===== src/rtl/core/accumulator_machine_execute_defines.svh =====
// assertion macros for the accumulator machine execute block
`ifndef ACCUMULATOR_MACHINE_EXECUTE_DEFINES_SVH
`define ACCUMULATOR_MACHINE_EXECUTE_DEFINES_SVH

// same-cycle implication, checked while out of reset
`define AMX_CHECK_NOW(name, ante, cons, msg) \
    name: assert property (@(posedge clk) disable iff (!rst_n) (ante) |-> (cons)) \
        else $error(msg);

// next-cycle implication, checked while out of reset
`define AMX_CHECK_NEXT(name, ante, cons, msg) \
    name: assert property (@(posedge clk) disable iff (!rst_n) (ante) |=> (cons)) \
        else $error(msg);

`endif


===== src/rtl/core/amx_pkg.sv =====
// shared types, codes and microcode table of the accumulator machine
package amx_pkg;

    localparam int WORD_BITS = 32;
    localparam int ADDR_W    = 10;
    localparam int MEM_WORDS = 1 << ADDR_W;
    localparam int ITER_W    = $clog2(WORD_BITS);
    localparam int UPC_W     = 5;
    localparam int OP_W      = 5;

    localparam logic [ITER_W-1:0] ITER_LAST = ITER_W'(WORD_BITS - 1);

    typedef logic [WORD_BITS-1:0] word_t;

    // instruction op codes
    localparam logic [OP_W-1:0] OP_NOP    = 5'd0;
    localparam logic [OP_W-1:0] OP_ACC_MQ = 5'd1;
    localparam logic [OP_W-1:0] OP_MQ_MEM = 5'd2;
    localparam logic [OP_W-1:0] OP_STORE  = 5'd3;
    localparam logic [OP_W-1:0] OP_LD     = 5'd4;
    localparam logic [OP_W-1:0] OP_LDN    = 5'd5;
    localparam logic [OP_W-1:0] OP_LDA    = 5'd6;
    localparam logic [OP_W-1:0] OP_LDNA   = 5'd7;
    localparam logic [OP_W-1:0] OP_JMP    = 5'd8;
    localparam logic [OP_W-1:0] OP_JMPP   = 5'd9;
    localparam logic [OP_W-1:0] OP_ADD    = 5'd10;
    localparam logic [OP_W-1:0] OP_ADDA   = 5'd11;
    localparam logic [OP_W-1:0] OP_SUB    = 5'd12;
    localparam logic [OP_W-1:0] OP_SUBA   = 5'd13;
    localparam logic [OP_W-1:0] OP_MUL    = 5'd14;
    localparam logic [OP_W-1:0] OP_DIV    = 5'd15;
    localparam logic [OP_W-1:0] OP_LSH    = 5'd16;
    localparam logic [OP_W-1:0] OP_RSH    = 5'd17;
    localparam logic [OP_W-1:0] OP_START  = 5'd18;
    localparam logic [OP_W-1:0] OP_HALT   = 5'd19;
    localparam logic [OP_W-1:0] OP_WRITE  = 5'd20;

    // datapath micro-operations
    localparam logic [4:0] U_NONE     = 5'd0;
    localparam logic [4:0] U_ACC_MQ   = 5'd1;
    localparam logic [4:0] U_MQ_MEM   = 5'd2;
    localparam logic [4:0] U_STORE    = 5'd3;
    localparam logic [4:0] U_LD       = 5'd4;
    localparam logic [4:0] U_LDN      = 5'd5;
    localparam logic [4:0] U_LDA      = 5'd6;
    localparam logic [4:0] U_LDNA     = 5'd7;
    localparam logic [4:0] U_JMP      = 5'd8;
    localparam logic [4:0] U_JMPP     = 5'd9;
    localparam logic [4:0] U_ADD      = 5'd10;
    localparam logic [4:0] U_ADDA     = 5'd11;
    localparam logic [4:0] U_SUB      = 5'd12;
    localparam logic [4:0] U_SUBA     = 5'd13;
    localparam logic [4:0] U_MUL_INIT = 5'd14;
    localparam logic [4:0] U_MUL_STEP = 5'd15;
    localparam logic [4:0] U_MUL_FIN  = 5'd16;
    localparam logic [4:0] U_DIV_INIT = 5'd17;
    localparam logic [4:0] U_DIV_STEP = 5'd18;
    localparam logic [4:0] U_DIV_FIX  = 5'd19;
    localparam logic [4:0] U_DIV_FLT  = 5'd20;
    localparam logic [4:0] U_LSH      = 5'd21;
    localparam logic [4:0] U_RSH      = 5'd22;
    localparam logic [4:0] U_START    = 5'd23;
    localparam logic [4:0] U_HALT     = 5'd24;
    localparam logic [4:0] U_WRITE    = 5'd25;

    // sequencing codes
    localparam logic [2:0] SQ_NEXT     = 3'd0;
    localparam logic [2:0] SQ_DISPATCH = 3'd1;
    localparam logic [2:0] SQ_LOOP     = 3'd2;
    localparam logic [2:0] SQ_JZ       = 3'd3;
    localparam logic [2:0] SQ_END      = 3'd4;

    // microcode addresses
    localparam logic [UPC_W-1:0] E_DISPATCH = 5'd0;
    localparam logic [UPC_W-1:0] E_NOP      = 5'd1;
    localparam logic [UPC_W-1:0] E_HOLD     = 5'd2;
    localparam logic [UPC_W-1:0] E_ACC_MQ   = 5'd3;
    localparam logic [UPC_W-1:0] E_MQ_MEM   = 5'd4;
    localparam logic [UPC_W-1:0] E_STORE    = 5'd5;
    localparam logic [UPC_W-1:0] E_LD       = 5'd6;
    localparam logic [UPC_W-1:0] E_LDN      = 5'd7;
    localparam logic [UPC_W-1:0] E_LDA      = 5'd8;
    localparam logic [UPC_W-1:0] E_LDNA     = 5'd9;
    localparam logic [UPC_W-1:0] E_JMP      = 5'd10;
    localparam logic [UPC_W-1:0] E_JMPP     = 5'd11;
    localparam logic [UPC_W-1:0] E_ADD      = 5'd12;
    localparam logic [UPC_W-1:0] E_ADDA     = 5'd13;
    localparam logic [UPC_W-1:0] E_SUB      = 5'd14;
    localparam logic [UPC_W-1:0] E_SUBA     = 5'd15;
    localparam logic [UPC_W-1:0] E_MUL_INIT = 5'd16;
    localparam logic [UPC_W-1:0] E_MUL_STEP = 5'd17;
    localparam logic [UPC_W-1:0] E_MUL_FIN  = 5'd18;
    localparam logic [UPC_W-1:0] E_DIV_INIT = 5'd19;
    localparam logic [UPC_W-1:0] E_DIV_STEP = 5'd20;
    localparam logic [UPC_W-1:0] E_DIV_FIX  = 5'd21;
    localparam logic [UPC_W-1:0] E_DIV_FLT  = 5'd22;
    localparam logic [UPC_W-1:0] E_LSH      = 5'd23;
    localparam logic [UPC_W-1:0] E_RSH      = 5'd24;
    localparam logic [UPC_W-1:0] E_START    = 5'd25;
    localparam logic [UPC_W-1:0] E_HALT     = 5'd26;
    localparam logic [UPC_W-1:0] E_WRITE    = 5'd27;

    typedef struct packed {
        logic [OP_W-1:0]          op;
        logic [ADDR_W-1:0]        addr;
        logic signed [WORD_BITS-1:0] data;
    } amx_cmd_t;

    typedef struct packed {
        logic [ADDR_W-1:0]           next_pc;
        logic signed [WORD_BITS-1:0] acc_value;
        logic signed [WORD_BITS-1:0] mq_value;
        logic                        halted;
        logic                        divide_fault;
    } amx_res_t;

    typedef struct packed {
        logic [4:0]       dp_op;
        logic             pc_inc;
        logic             emit;
        logic [2:0]       seq;
        logic [UPC_W-1:0] target;
    } amx_uword_t;

    typedef struct packed {
        logic       step;
        amx_uword_t uw;
    } amx_ctl_t;

    typedef struct packed {
        logic [OP_W-1:0] op;
        logic            halted;
        logic            mem_zero;
    } amx_stat_t;

    function automatic word_t w_neg(input word_t x);
        return word_t'(0) - x;
    endfunction

    function automatic word_t w_abs(input word_t x);
        return x[WORD_BITS-1] ? w_neg(x) : x;
    endfunction

    function automatic amx_uword_t mk_uw(input logic [4:0] dp_op, input logic pc_inc,
                                         input logic emit, input logic [2:0] seq,
                                         input logic [UPC_W-1:0] target);
        amx_uword_t w;
        w.dp_op  = dp_op;
        w.pc_inc = pc_inc;
        w.emit   = emit;
        w.seq    = seq;
        w.target = target;
        return w;
    endfunction

    // microcode store
    function automatic amx_uword_t amx_rom(input logic [UPC_W-1:0] upc);
        amx_uword_t w;
        case (upc)
            E_DISPATCH: w = mk_uw(U_NONE,     1'b0, 1'b0, SQ_DISPATCH, E_DISPATCH);
            E_NOP:      w = mk_uw(U_NONE,     1'b1, 1'b1, SQ_END,      E_DISPATCH);
            E_HOLD:     w = mk_uw(U_NONE,     1'b0, 1'b1, SQ_END,      E_DISPATCH);
            E_ACC_MQ:   w = mk_uw(U_ACC_MQ,   1'b1, 1'b1, SQ_END,      E_DISPATCH);
            E_MQ_MEM:   w = mk_uw(U_MQ_MEM,   1'b1, 1'b1, SQ_END,      E_DISPATCH);
            E_STORE:    w = mk_uw(U_STORE,    1'b1, 1'b1, SQ_END,      E_DISPATCH);
            E_LD:       w = mk_uw(U_LD,       1'b1, 1'b1, SQ_END,      E_DISPATCH);
            E_LDN:      w = mk_uw(U_LDN,      1'b1, 1'b1, SQ_END,      E_DISPATCH);
            E_LDA:      w = mk_uw(U_LDA,      1'b1, 1'b1, SQ_END,      E_DISPATCH);
            E_LDNA:     w = mk_uw(U_LDNA,     1'b1, 1'b1, SQ_END,      E_DISPATCH);
            E_JMP:      w = mk_uw(U_JMP,      1'b0, 1'b1, SQ_END,      E_DISPATCH);
            E_JMPP:     w = mk_uw(U_JMPP,     1'b0, 1'b1, SQ_END,      E_DISPATCH);
            E_ADD:      w = mk_uw(U_ADD,      1'b1, 1'b1, SQ_END,      E_DISPATCH);
            E_ADDA:     w = mk_uw(U_ADDA,     1'b1, 1'b1, SQ_END,      E_DISPATCH);
            E_SUB:      w = mk_uw(U_SUB,      1'b1, 1'b1, SQ_END,      E_DISPATCH);
            E_SUBA:     w = mk_uw(U_SUBA,     1'b1, 1'b1, SQ_END,      E_DISPATCH);
            E_MUL_INIT: w = mk_uw(U_MUL_INIT, 1'b0, 1'b0, SQ_NEXT,     E_DISPATCH);
            E_MUL_STEP: w = mk_uw(U_MUL_STEP, 1'b0, 1'b0, SQ_LOOP,     E_DISPATCH);
            E_MUL_FIN:  w = mk_uw(U_MUL_FIN,  1'b1, 1'b1, SQ_END,      E_DISPATCH);
            E_DIV_INIT: w = mk_uw(U_DIV_INIT, 1'b0, 1'b0, SQ_JZ,       E_DIV_FLT);
            E_DIV_STEP: w = mk_uw(U_DIV_STEP, 1'b0, 1'b0, SQ_LOOP,     E_DISPATCH);
            E_DIV_FIX:  w = mk_uw(U_DIV_FIX,  1'b1, 1'b1, SQ_END,      E_DISPATCH);
            E_DIV_FLT:  w = mk_uw(U_DIV_FLT,  1'b1, 1'b1, SQ_END,      E_DISPATCH);
            E_LSH:      w = mk_uw(U_LSH,      1'b1, 1'b1, SQ_END,      E_DISPATCH);
            E_RSH:      w = mk_uw(U_RSH,      1'b1, 1'b1, SQ_END,      E_DISPATCH);
            E_START:    w = mk_uw(U_START,    1'b0, 1'b1, SQ_END,      E_DISPATCH);
            E_HALT:     w = mk_uw(U_HALT,     1'b1, 1'b1, SQ_END,      E_DISPATCH);
            E_WRITE:    w = mk_uw(U_WRITE,    1'b0, 1'b1, SQ_END,      E_DISPATCH);
            default:    w = mk_uw(U_NONE,     1'b0, 1'b1, SQ_END,      E_DISPATCH);
        endcase
        return w;
    endfunction

    // entry point of each instruction; start and word write run even when halted
    function automatic logic [UPC_W-1:0] amx_entry(input logic [OP_W-1:0] op,
                                                   input logic halted);
        logic [UPC_W-1:0] e;
        e = E_NOP;
        if (op == OP_START) begin
            e = E_START;
        end else if (op == OP_WRITE) begin
            e = E_WRITE;
        end else if (halted) begin
            e = E_HOLD;
        end else begin
            case (op)
                OP_ACC_MQ: e = E_ACC_MQ;
                OP_MQ_MEM: e = E_MQ_MEM;
                OP_STORE:  e = E_STORE;
                OP_LD:     e = E_LD;
                OP_LDN:    e = E_LDN;
                OP_LDA:    e = E_LDA;
                OP_LDNA:   e = E_LDNA;
                OP_JMP:    e = E_JMP;
                OP_JMPP:   e = E_JMPP;
                OP_ADD:    e = E_ADD;
                OP_ADDA:   e = E_ADDA;
                OP_SUB:    e = E_SUB;
                OP_SUBA:   e = E_SUBA;
                OP_MUL:    e = E_MUL_INIT;
                OP_DIV:    e = E_DIV_INIT;
                OP_LSH:    e = E_LSH;
                OP_RSH:    e = E_RSH;
                OP_HALT:   e = E_HALT;
                default:   e = E_NOP;
            endcase
        end
        return e;
    endfunction

endpackage


===== src/rtl/core/amx_seq.sv =====
// microcode sequencer: step counter, loop counter and dispatch
module amx_seq
    import amx_pkg::*;
(
    input  logic      clk,
    input  logic      rst_n,
    input  logic      start,
    input  logic      out_block,
    input  amx_stat_t stat,
    output amx_ctl_t  ctl,
    output logic      busy
);

    localparam logic [0:0] ST_IDLE = 1'b0;
    localparam logic [0:0] ST_RUN  = 1'b1;

    logic [0:0]        state_reg, state_next;
    logic [UPC_W-1:0]  upc_reg, upc_next;
    logic [ITER_W-1:0] iter_reg, iter_next;
    amx_uword_t        uw;
    logic              step;

    always_comb
    begin
        uw   = amx_rom(upc_reg);
        busy = (state_reg == ST_RUN);
        // a word that emits waits while the output register is still held
        step = busy && !(uw.emit && out_block);

        state_next = state_reg;
        upc_next   = upc_reg;
        iter_next  = iter_reg;

        if (start)
        begin
            state_next = ST_RUN;
            upc_next   = E_DISPATCH;
            iter_next  = '0;
        end
        else if (step)
        begin
            case (uw.seq)
                SQ_NEXT:     upc_next = upc_reg + 1'b1;
                SQ_DISPATCH: upc_next = amx_entry(stat.op, stat.halted);
                SQ_LOOP:
                begin
                    if (iter_reg == ITER_LAST)
                    begin
                        iter_next = '0;
                        upc_next  = upc_reg + 1'b1;
                    end
                    else
                    begin
                        iter_next = iter_reg + 1'b1;
                    end
                end
                SQ_JZ:       upc_next = stat.mem_zero ? uw.target : upc_reg + 1'b1;
                SQ_END:      state_next = ST_IDLE;
                default:     state_next = ST_IDLE;
            endcase
        end
    end

    assign ctl.step = step;
    assign ctl.uw   = uw;

    always_ff @(posedge clk or negedge rst_n)
    begin
        if (!rst_n)
        begin
            state_reg <= ST_IDLE;
            upc_reg   <= E_DISPATCH;
            iter_reg  <= '0;
        end
        else
        begin
            state_reg <= state_next;
            upc_reg   <= upc_next;
            iter_reg  <= iter_next;
        end
    end

endmodule


===== config.mk =====
export PLATFORM = sky130hd
export DESIGN_NAME = amx_seq
export DESIGN_NICKNAME = d
export VERILOG_FILES = /design/src/rtl/core/accumulator_machine_execute_defines.svh /design/src/rtl/core/amx_pkg.sv /design/src/rtl/core/amx_seq.sv
export SDC_FILE = /design/constraint.sdc
export NUM_CORES = 1
export LEC_CHECK = 0
export BUFFER_PORTS_ARGS = -buffer_cell sky130_fd_sc_hd__buf_2
export CAP_MARGIN = 5
export CORE_MARGIN = 2
export CORE_UTILIZATION = 55
export DETAILED_ROUTE_END_ITERATION = 6
export PLACE_DENSITY = 0.84
export SYNTH_ARGS = -nofsm -noshare
export SYNTH_HDL_FRONTEND = slang
export SYNTH_SLANG_ARGS = --single-unit

===== constraint.sdc =====
create_clock -name clk -period 5.35 [get_ports clk]
set_clock_uncertainty 0.1 [all_clocks]
set_input_delay 0.2675 -clock clk [delete_from_list [all_inputs] [get_ports clk]]
set_output_delay 0.2675 -clock clk [all_outputs]
set_load 0.02 [all_outputs]

== Yosys cells after proc, flatten, opt, wreduce, memory -nomap -nowiden ==
Memory sizes are Yosys's and may differ from the RTL's.
Index checks and enable logic that the tools add are counted.
Word-level totals
  ROM bits: 576
  memories: 2
  logic and storage cells: 41
  bits in registers: 11
Operators by class
  add/sub/neg operators: 2
  equality and inequality tests: 8
  muxes and demuxes: 15
  reduce and logical (&&, ||, !) cells: 11
Memory list
  (name not given): words 32, width 13, rd ports 1, clocked after memory_dff 0, write ports 0, line amx_pkg.sv:159  | case (upc)
  (name not given): words 32, width 5, rd ports 1, clocked after memory_dff 0, write ports 0, line amx_pkg.sv:205  | case (op)
Operators with widths (number)
  $mux 5: 11
  $pmux 5 s4: 1
  $eq 5x5->1 const B: 3
  $add 5x1->5 const B: 2
  $eq 3x2->1 const B: 2
  $reduce_bool 5->1: 1
  $reduce_and 2->1: 2
  $reduce_bool 2->1: 2
  $reduce_or 4->1: 1
  $eq 3x1->1 const B: 1
  $logic_not 3->1: 1
  $mux 1: 3
  $ne 3x3->1 const B: 1
  $reduce_and 3->1: 1
  $logic_and 1x1->1: 2
  $ne 2x1->1 const B: 1
  $logic_not 1->1: 1

== Logic depth before layout (Yosys ltp) ==
An unclocked memory read counts as a cell.
  depth after elaboration: 7
  mapped depth: 10
  mapped depth without buffers: 8

== Worst setup path after synthesis ==
Ideal clock, no wire load.
  path kind: register to register
  start point: register upc_reg[0]
  end point: register iter_reg[3]
  cell stages (with the launch flop): 11
  setup time: 78 ps
  path slack: 3221 ps
  path buffers: 2
  arrival: 1951 ps
  clock period less this slack: 2129 ps
  cells stage by stage: dfrtp_1 -> buf_4 -> inv_1 -> ha_1 -> mux2i_1 -> nand2b_1 -> buf_6 -> inv_4 -> nand4b_4 -> or4_1 -> a21oi_1
RTL lines
  start: declaration: line amx_seq.sv:18  | logic [UPC_W-1:0] upc_reg, upc_next;
  start signal: assignment: line amx_seq.sv:78  | upc_reg <= upc_next;
  end signal: assignment: line amx_seq.sv:79  | iter_reg <= iter_next;
  end: declaration: line amx_seq.sv:19  | logic [ITER_W-1:0] iter_reg, iter_next;

==> flow_summary.yaml <==
placement:
  place.gp.congestion: 0.8656
  place_inst: 198
  hpwl_mm: 2.250
  numPortBuffers: 25
route:
  via_per_inst: 6.010
  avgRoutedWirePerCell_um: 14.55
  drt-total-wl_mm: 2.953
  antenna_left: 0
  drc_errors: 0
  firstDrtPassIters: 4
  dr_total_vias: 1220
  first_iter_violations: 30
grt:
  grt-busiest-layer: "met2"
  antenna_found_initial: 0
  track_usage_pct: 23.91
  grt.overflow.total: 0
  grt_pass1_wl_mm: 5.043
  grt.met1_usage_pct: 28.72
  grt_pass1_vias: 1180
  use_met2_pct: 41.67
  grt_use_met3_pct: 4.237
  grt_max_degree: 16
logic_synthesis:
  synth_top_family_by_area: "compound AO/OA/AOI/OAI gates"
  synth-simple-area-share_pct: 23.60
  ys.flop_type: "dfrtp_1"
  synthArstFlopShare_pct: 100.0
  yosysWarnings: 0
  synth_compound_area_share_pct: 25.69
  ys_ff_latch: 11
  syn_area_per_cell_um2: 8.271
  yosysSeqAreaShare_pct: 20.93
  synth_area_um2: 1315
  synth_xor_area_share_pct: 0.6660
  syn-instance-count: 159
  synth_cell_type_count: 50
  yosys-mux-area-fraction_pct: 3.045
  synthAdderAreaFrac_pct: 15.22
  synth_edf_count: 0
floorplanning:
  die-area_um2: 2798
  initial_utilization_pct: 58.88
  die_w_um: 52.90
  num_rows: 17
  boundaryPins: 28
  chipHeight_um: 52.90
  core-area_um2: 2233
sta:
  fin_tns_setup_ps: 0
  setup_viol: 0
  hold_slack_ps: 154.0
  post-route-period-util_pct: 45.37
  fmax_ghz: 0.4120
  slew_viol_final: 0
  min_period_ps: 2427
  hold_viol_final: 0
  rsz0062_at_grt: "false"
power_and_ir_drop:
  p_per_area_nw_per_um2: 564.6
  p_leak_nw: 0.7026
  peakVddDrop_uv: 343.9
min_path:
  hold_path.class: "input port to flop"
  holdPathEnd: "busy$_DFFE_PN0P_"
  worstHoldPathCells: 3
  min-delay-start: "out_block"
run_status:
  status: "finished, final reports clean"
critical_path:
  worstPathRequired_ps: 4980
  slowest_delay_ps: 460
  cp_num_buf_inv: 3
  path_delay_family: "flip-flops"
  critPathCaptureType: "output pin"
  cp-start-kind: "flop"
  cp.arrival_ps: 2060
  r2r_cells: 7
  slowest_stage: "dfrtp_1"
  r2r-start: "upc_reg[1]$_DFFE_PN0P_"
  path_max_fanout: 7
  critical_path_class: "flop to output pin"
  reg2reg_slack_ps: 2940
  path_cells: "inv_1 -> ha_1 -> nor4b_2 -> a21o_4 -> inv_1 -> a21boi_0 -> buf_2"
  reg2reg_to: "upc_reg[1]$_DFFE_PN0P_"
  cp_common_cell: "inv_1"
layout:
  final_cells: 203
  num-nets-final: 203
  antenna_cells: 0
  syn2layout_area_growth_pct: 7.421
  layout-drive-gt1-share_pct: 22.29
  postLayoutCoreUtil_pct: 63.25
clock_tree:
  htree_num_levels: 1
  path_clk_slew_ps: 70
  clock_sinks: 11
  cts_buffers: 3
  cts-root-buf: "clkbuf_4"
  clock_latency_ps: 280
  cts_tree: "yes"
  cts.path.max_buffers: 2
  post-cts-setup-buffer-count: 0
flow_run:
  cap_violations: 0
-- worst max path at each step --
stage,startpoint,endpoint,cells past startpoint
2_1_floorplan,upc_reg[0]$_DFFE_PN0P_,iter_reg[3]$_DFFE_PN0P_,10
3_3_place_gp,upc_reg[1]$_DFFE_PN0P_,iter_reg[3]$_DFFE_PN0P_,8
3_5_place_dp,upc_reg[1]$_DFFE_PN0P_,iter_reg[3]$_DFFE_PN0P_,8
4_1_cts,upc_reg[1]$_DFFE_PN0P_,ctl[15],7
5_1_grt,upc_reg[1]$_DFFE_PN0P_,upc_reg[1]$_DFFE_PN0P_,7
6_report,upc_reg[1]$_DFFE_PN0P_,ctl[15],7
-- cell type report --
type                            count  area [µm²]
Multi-Input combinational cell    125       904.6
Fill cell                         206       820.8
Sequential cell                    11       275.3
Timing Repair Buffer               26       135.1
Inverter                            9       36.28
Tap cell                           28       35.03
Clock buffer                        4       26.28
-- worst register-to-register path: stages (launching register included) --
cell and delay (ps):
dfrtp_1 460, inv_1 180, ha_1 210, mux2i_1 70, nand2b_1 350, o311ai_4 440, nor4_1 110, a2111oi_1 370
-- layout by cell type, fill, tap and decap left out, types with 2 or more instances in the layout --
master | synthesis | routed
nor2b_1 | 4 | 4
nand3_1 | 3 | 3
o2111ai_1 | 2 | 2
dfrtp_1 | 11 | 11
a21oi_1 | 12 | 12
and2_1 | 3 | 3
nor2_1 | 11 | 11
ha_1 | 16 | 16
a22oi_1 | 2 | 2
inv_1 | 8 | 8
o21ai_0 | 11 | 11
a31oi_1 | 4 | 4
a31o_2 | 2 | 2
clkbuf_4 | 0 | 3
mux2i_1 | 4 | 4
nand2b_1 | 3 | 3
nand2_1 | 17 | 17
o211ai_1 | 2 | 2
and3_1 | 2 | 2
buf_2 | 0 | 25
conb_1 | 1 | 2
-- cell families after synthesis --
logic type,Yosys count
flip-flops,11
AO/OA/AOI/OAI,47
multiplexers,4
AND/OR/NAND/NOR,55
buffers and inverters,24
other,1
adder cells (fa/ha/maj),16
XOR/XNOR,1
-- stage by stage --
step / power, W / setup slack (ps) / cell area, µm²
floorplan: 0.0006234 / 3221 / 1319
global placement: 0.0007113 / 3080 / 1376
detailed placement: 0.0007350 / 2986 / 1376
CTS: 0.0007963 / 2924 / 1413
global route: 0.0008674 / 2706 / 1413
finish: 0.0007976 / 2923 / 1413
-- cells in the mapped netlist, types with 2 or more instances --
library cell,number,area share (%)
nand3_1,3,1.1
mux2i_1,4,3.0
buf_6,2,1.7
clkbuf_1,4,1.1
and3_1,2,0.95
o211ai_1,2,1.1
a31o_2,2,1.3
ha_1,16,15
nand2_1,17,4.9
a21oi_1,12,4.6
nor2_1,11,3.1
and2_1,3,1.4
o21ai_0,11,4.2
a31oi_1,4,1.9
nor2b_1,4,1.9
dfrtp_1,11,21
a22oi_1,2,1.1
o2111ai_1,2,1.3
inv_1,8,2.3
nand2b_1,3,1.4
buf_4,7,4.0
-- report_power, final --
group | leakage [nW] | switching, W | internal (W)
sequential | 0.147 | 0.0000551 | 0.000102
combinational | 0.541 | 0.000346 | 0.000235
clock | 0.0150 | 0.0000295 | 0.0000289
total | 0.703 | 0.000431 | 0.000367
-- metal layers --
layer,routed length [µm],share of wire (%),up-vias
met3,142,4.8,11
met1,1266,43,572
li1,-,-,598
met4,77,2.6,0
met2,1467,50,39
met5,0,0,-
-- repair_timing --
action	4_1_cts	5_1_grt
hold buffers	1	0
hold endpoints to repair	11	0
resized for setup	0	0
Note: power is estimated with default switching activity, not from simulation.
